==> config.mk <==
export PLATFORM = sky130hd
export DESIGN_NAME = mbe_ctrl
export DESIGN_NICKNAME = d
export VERILOG_FILES = /design/src/mbe_pkg.sv /design/src/mbe_ctrl.sv
export SDC_FILE = /design/constraint.sdc
export NUM_CORES = 1
export LEC_CHECK = 0
export ABC_AREA = 1
export BUFFER_PORTS_ARGS = -buffer_cell sky130_fd_sc_hd__buf_2
export CORE_AREA = 2 2 39 41
export CTS_CLUSTER_DIAMETER = 100
export DETAILED_ROUTE_END_ITERATION = 10
export DIE_AREA = 0 0 41 43
export GPL_TIMING_DRIVEN = 1
export PLACE_DENSITY_LB_ADDON = 0.3
export SLEW_MARGIN = 20
export SYNTH_ARGS = -nofsm -noshare
export SYNTH_HDL_FRONTEND = slang
export SYNTH_SLANG_ARGS = --single-unit
==> constraint.sdc <==
create_clock -name clk -period 0.94 [get_ports clk]
set_input_delay 0.188 -clock clk [delete_from_list [all_inputs] [get_ports clk]]
set_output_delay 0.188 -clock clk [all_outputs]
set_load 0.03 [all_outputs]
==> src/mbe_pkg.sv <==
package mbe_pkg;

	localparam int COL_W = 10;
	localparam int ROW_W = 10;
	localparam int COORD_W = 32;
	localparam int ESC_W = 31;
	localparam int ITER_W = 8;
	localparam int COLOR_W = 7;
	localparam int CFG_IDX_W = 3;
	localparam int CFG_DATA_W = 32;

	localparam int DEF_LINE_WIDTH = 1024;
	localparam int DEF_LINE_COUNT = 1024;
	localparam int DEF_FRAC_BITS = 26;

	// register indexes on the configuration port
	localparam logic [CFG_IDX_W-1:0] REG_LEFT_EDGE = 3'd0;
	localparam logic [CFG_IDX_W-1:0] REG_BOTTOM_EDGE = 3'd1;
	localparam logic [CFG_IDX_W-1:0] REG_STEP_X = 3'd2;
	localparam logic [CFG_IDX_W-1:0] REG_STEP_Y = 3'd3;
	localparam logic [CFG_IDX_W-1:0] REG_ESCAPE_SQ = 3'd4;
	localparam logic [CFG_IDX_W-1:0] REG_MAX_ITER = 3'd5;
	localparam logic [CFG_IDX_W-1:0] REG_INSIDE_COLOR = 3'd6;

	localparam logic [COORD_W-1:0] RST_LEFT_EDGE = 32'hFA00_0000;
	localparam logic [COORD_W-1:0] RST_BOTTOM_EDGE = 32'hFC00_0000;
	localparam logic [COORD_W-1:0] RST_STEP_X = 32'd818400;
	localparam logic [COORD_W-1:0] RST_STEP_Y = 32'd1636801;
	localparam logic [ESC_W-1:0] RST_ESCAPE_SQ = 31'd268435456;
	localparam logic [ITER_W-1:0] RST_MAX_ITER = 8'd20;
	localparam logic [COLOR_W-1:0] RST_INSIDE_COLOR = 7'd30;

	localparam logic [COLOR_W-1:0] PAL_0 = 7'd34;
	localparam logic [COLOR_W-1:0] PAL_1 = 7'd35;
	localparam logic [COLOR_W-1:0] PAL_2 = 7'd36;
	localparam logic [COLOR_W-1:0] PAL_3 = 7'd94;
	localparam logic [COLOR_W-1:0] PAL_4 = 7'd95;
	localparam logic [COLOR_W-1:0] PAL_5 = 7'd96;

	typedef enum logic [2:0] {
		ST_IDLE,
		ST_SETUP,
		ST_MUL,
		ST_UPD,
		ST_DONE
	} mbe_state_t;

	typedef struct packed {
		logic take_in;
		logic setup;
		logic mul;
		logic upd;
		logic load_out;
	} mbe_cmd_t;

	typedef struct packed {
		logic limit_hit;
		logic escaped;
	} mbe_stat_t;

	function automatic logic [COLOR_W-1:0] palette_code(input logic [2:0] idx);
		logic [COLOR_W-1:0] code;
		case (idx)
			3'd0: code = PAL_0;
			3'd1: code = PAL_1;
			3'd2: code = PAL_2;
			3'd3: code = PAL_3;
			3'd4: code = PAL_4;
			default: code = PAL_5;
		endcase
		return code;
	endfunction

endpackage

==> src/mbe_ctrl.sv <==
module mbe_ctrl import mbe_pkg::*; (
	input logic clk,
	input logic arst_n,
	input logic in_valid,
	output logic in_ready,
	input logic out_ready,
	output logic out_valid,
	input mbe_stat_t stat,
	output mbe_cmd_t cmd
);

	mbe_state_t state_q, state_d;
	logic out_valid_q;

	always_ff @(posedge clk or negedge arst_n) begin
		if (!arst_n) begin
			state_q <= ST_IDLE;
			out_valid_q <= 1'b0;
		end else begin
			state_q <= state_d;
			if (cmd.load_out) begin
				out_valid_q <= 1'b1;
			end else if (out_ready) begin
				out_valid_q <= 1'b0;
			end
		end
	end

	always_comb begin
		state_d = state_q;
		cmd = '0;
		in_ready = 1'b0;
		case (state_q)
			ST_IDLE: begin
				in_ready = 1'b1;
				if (in_valid) begin
					cmd.take_in = 1'b1;
					state_d = ST_SETUP;
				end
			end
			ST_SETUP: begin
				cmd.setup = 1'b1;
				state_d = ST_MUL;
			end
			ST_MUL: begin
				if (stat.limit_hit) begin
					state_d = ST_DONE;
				end else begin
					cmd.mul = 1'b1;
					state_d = ST_UPD;
				end
			end
			ST_UPD: begin
				if (stat.escaped) begin
					state_d = ST_DONE;
				end else begin
					cmd.upd = 1'b1;
					state_d = ST_MUL;
				end
			end
			ST_DONE: begin
				// wait for the output register to free up
				if (!out_valid_q || out_ready) begin
					cmd.load_out = 1'b1;
					state_d = ST_IDLE;
				end
			end
			default: begin
				state_d = ST_IDLE;
			end
		endcase
	end

	assign out_valid = out_valid_q;

endmodule

Word-level counts from Yosys, hierarchy flattened
Index checks and enable logic that the tools add are counted.
{ "totals": {"register_bits": 4, "in_bits": 6, "out_inout_bits": 7, "word_cells": 30} }
{ "classes": {"eq_ne": 6, "mux": 17, "reduce_logical": 5} }
{ "op_table": {"columns": ["op", "n"], "rows": [
  ["3-bit case mux with 5 select lines", 1],
  ["1-bit two-way mux", 12],
  ["3-bit two-way mux", 4],
  ["3-bit by 2-bit == test with 1-bit output (second input constant)", 2],
  ["2-bit != test (second input constant)", 2],
  ["3-bit by 1-bit == test with 1-bit output (second input constant)", 1],
  ["3-bit == test (second input constant)", 1],
  ["3-bit logical NOT", 1],
  ["2-bit AND reduction", 1],
  ["2-bit nonzero test", 1],
  ["1-bit logical NOT", 1],
  ["1-bit logical OR", 1]
]} }

Logic depth before layout (Yosys ltp)
{ "depth": {"depth_word": 5, "mapped_depth": 5} }

Worst setup path after synthesis
OpenSTA, ideal clock, no wires.
{ "synth_timing": {"path_kind": "reg-to-output", "from": "register state_q[1]", "to": "output port cmd[4] in the netlist's numbering", "arrival_ps": 1079, "path_slack_ps": -327, "stages_incl_launch_ff": 4, "path_cell_list": "dfrtp_1 nor2_2 nand2_1 nor2_1"} }
{ "synth_rtl": {"columns": ["element", "line", "source"], "rows": [
  ["start: declaration", "mbe_ctrl.sv:12", "mbe_state_t state_q, state_d;"],
  ["start signal: assignment", "mbe_ctrl.sv:20", "state_q <= state_d;"],
  ["end: declaration", "mbe_ctrl.sv:9", "output mbe_cmd_t cmd"]
]} }

==> metrics.md <==
| Metric | Value |
|---|---|
| Via density | `4.04` |
| CP startpoint kind | `flip-flop` |
| Actual slew at the worst max-slew pin | `0.148 ns` |
| Die H | `43 microns` |
| Area of the multi-input gates | `141 sq um` |
| Worst VDD drop | `1350 uV` |
| Leakage | `0.272 nW` |
| Period utilisation layout | `138%` |
| GR peak layer | `met2` |
| Clock Root Buffer | `clkbuf_4` |
| Share of layout cells above drive strength 1 | `66.1%` |
| Die ar. | `1760 sq um` |
| # IOs | `13` |
| Final WL | `624 microns` |
| Reg area | `103 sq um` |
| Antenna fix cells | `0` |
| Sequential share of the synthesized area | `41.5%` |
| Post-synth top area share | `41.5%` |
| Area Growth Syn to Fin | `110%` |
| Fillers | `160` |
| Setup violators final | `10` |
| F_max | `770 MHz` |
| 1st-iter DRT viols | `3` |
| Status | `finished with violations` |
| Global-route wire length before repair | `1090 microns` |
| Initial Util | `17.5%` |
| CTS tree | `yes` |
| Area leader, netlist | `dfrtp_1` |
| Most frequent cells in the layout | `buf_4 (8), buf_6 (7), inv_1 (6)` |
| Met3 Usage GRT | `4.71%` |
| Die width | `41 microns` |
| CP Data Arrival Time | `1.11 ns` |
| Worst R2R Path Depth | `6` |
| Worst-path clk slew | `0.04 ns` |
| Total GRT Usage | `8.86%` |
| Endpoint class of the critical path | `output pin` |
| Routed len/inst | `8.32 microns` |
| Routability cong. | `0.733` |
| Skew-Pair Late Insertion Delay | `0.24 ns` |
| Tmin final | `1.30 ns` |
| DR DRC count | `0` |
| Cts bufs inserted | `3` |
| Slew headroom | `90.1%` |
| Syn_nets | `40` |
| First-pass DRT Iterations | `2` |
| Final Slew Violations | `0` |
| Violated checks | `setup timing` |
| Port Buffers | `12` |
| Tot Pwr | `1.80 mW` |
| Clock Skew | `0.00527 ns` |
| Syn Std Cell Area | `241 sq um` |
| Worst hold stages | `2` |
| Pre-CTS worst setup slack | `-0.210 ns` |
| Commonest non-fill, non-tap cell in the layout | `buf_4` |
| Pwr dens | `3550 nW/um^2` |
| H-tree levels | `1` |
| Placed cell count | `67` |
| Core ar. | `1380 sq um` |
| Post-route ant nets | `0` |
| Met2 Usage GRT | `13.4%` |
| Setup TNS | `-2.30 ns` |
| Final non-filler cell total | `75` |
| Met1 usage | `10.7%` |
| Count of final hold-check violations | `0` |
| MaxCap Viol Count | `0` |
| DPL Wire Length | `491 microns` |
| Worst-case clock buffer depth | `2` |
| Ys Warns | `0` |
| Worst setup path class | `reg2out` |
| Initial antenna violation count | `0` |
| Largest net degree at the start of global routing | `9` |
| Count of cell types in the netlist | `10` |
| Vias | `303` |
| Post-route setup slack | `-0.359 ns` |
| Clock Sinks | `4` |
| Tightest Hold Check Type | `in2reg` |
| Row count | `14` |
| Remaining global-route overflow | `0` |
| Top post-synthesis cells by area | `dfrtp_1 (41%), inv_1 (17%), nand4_1 (10%)` |
| Synth Area per Inst | `7.10 sq um` |
| Unrepaired setup endpoints after global routing | `true` |
| Required @ worst endpoint | `0.75 ns` |
| Nets | `66` |
| Vias in the first global route | `288` |
| Post-Syn Instances | `34` |
| Flops & latches, synth | `4` |
| Crit Path Max Fanout | `5` |
-- layout make-up --
cell class	instances	area share, %
clock buffer	4	5.17
multi-input combinational	19	27.8
inverter	11	8.62
sequential	4	20.2
tap	16	3.94
timing repair buffer	21	34.2
-- registers in the layout (all words and copies together), names as in the netlist --
signal and cells:
out_valid 1, state_q 3
-- worst paths after layout --
path / startpoint / endpoint / slack, ns
max: state_q[1] / cmd[0] / -0.36
min: out_ready / out_valid / 0.17
max reg2reg: state_q[1] / state_q[0] / -0.15
min reg2reg: out_valid / out_valid / 0.58
max in group asynchronous: arst_n / state_q[1] / 0.51
min in group asynchronous: arst_n / out_valid / 0.29
-- synth_stat cells --
master and number:
dfrtp_1 4, inv_1 11, nand2_1 3, nand3_1 4, nand3_2 1, nand4_1 4, nor2_1 4, nor2_2 1
o211ai_1 1, o21ai_0 1
-- metrics by stage --
step	hold WS (ns)	utilization (%)	cell area [sq um]
6_report	0.173	36.7	508
3_3_place_gp	0.00112	28.4	393
3_5_place_dp	0.0000708	28.4	393
4_1_cts	0.209	34.9	483
2_1_floorplan	-0.108	-	275
5_1_grt	0.180	36.7	508
-- kinds of logic after synthesis --
logic type,count (synthesis),synth area share [%]
AND/OR/NAND/NOR,17,36.3
flip-flops,4,41.5
buffers and inverters,11,17.1
AO/OA/AOI/OAI,2,5.18
-- worst max-delay path, cell delays in order (launching register included) --
cell,delay [ns]
dfrtp_2,0.43
nor2_4,0.13
nand2_2,0.09
nor2_4,0.09
buf_6,0.13
-- power by group --
group	internal (mW)	switching, mW
clock network	0.160	0.0759
registers	0.260	0.0899
logic	0.558	0.659
-- layer usage --
layer | vias up | share of wire (%)
li1 | 158 | -
met1 | 136 | 45
met2 | 9 | 48
met3 | 0 | 6.4
met4 | 0 | 0
met5 | - | 0
-- repair_timing --
| item | CTS | global route |
|---|---|---|
| endpoints found under the setup margin | 9 | 10 |
| gates resized for setup | 15 | 4 |
| hold buffers | 1 | 0 |
| hold endpoints to repair | 4 | 0 |
| buffers inserted | 1 | 2 |
| pin swaps | 5 | 4 |
Note: power is estimated with default switching activity, not from simulation.
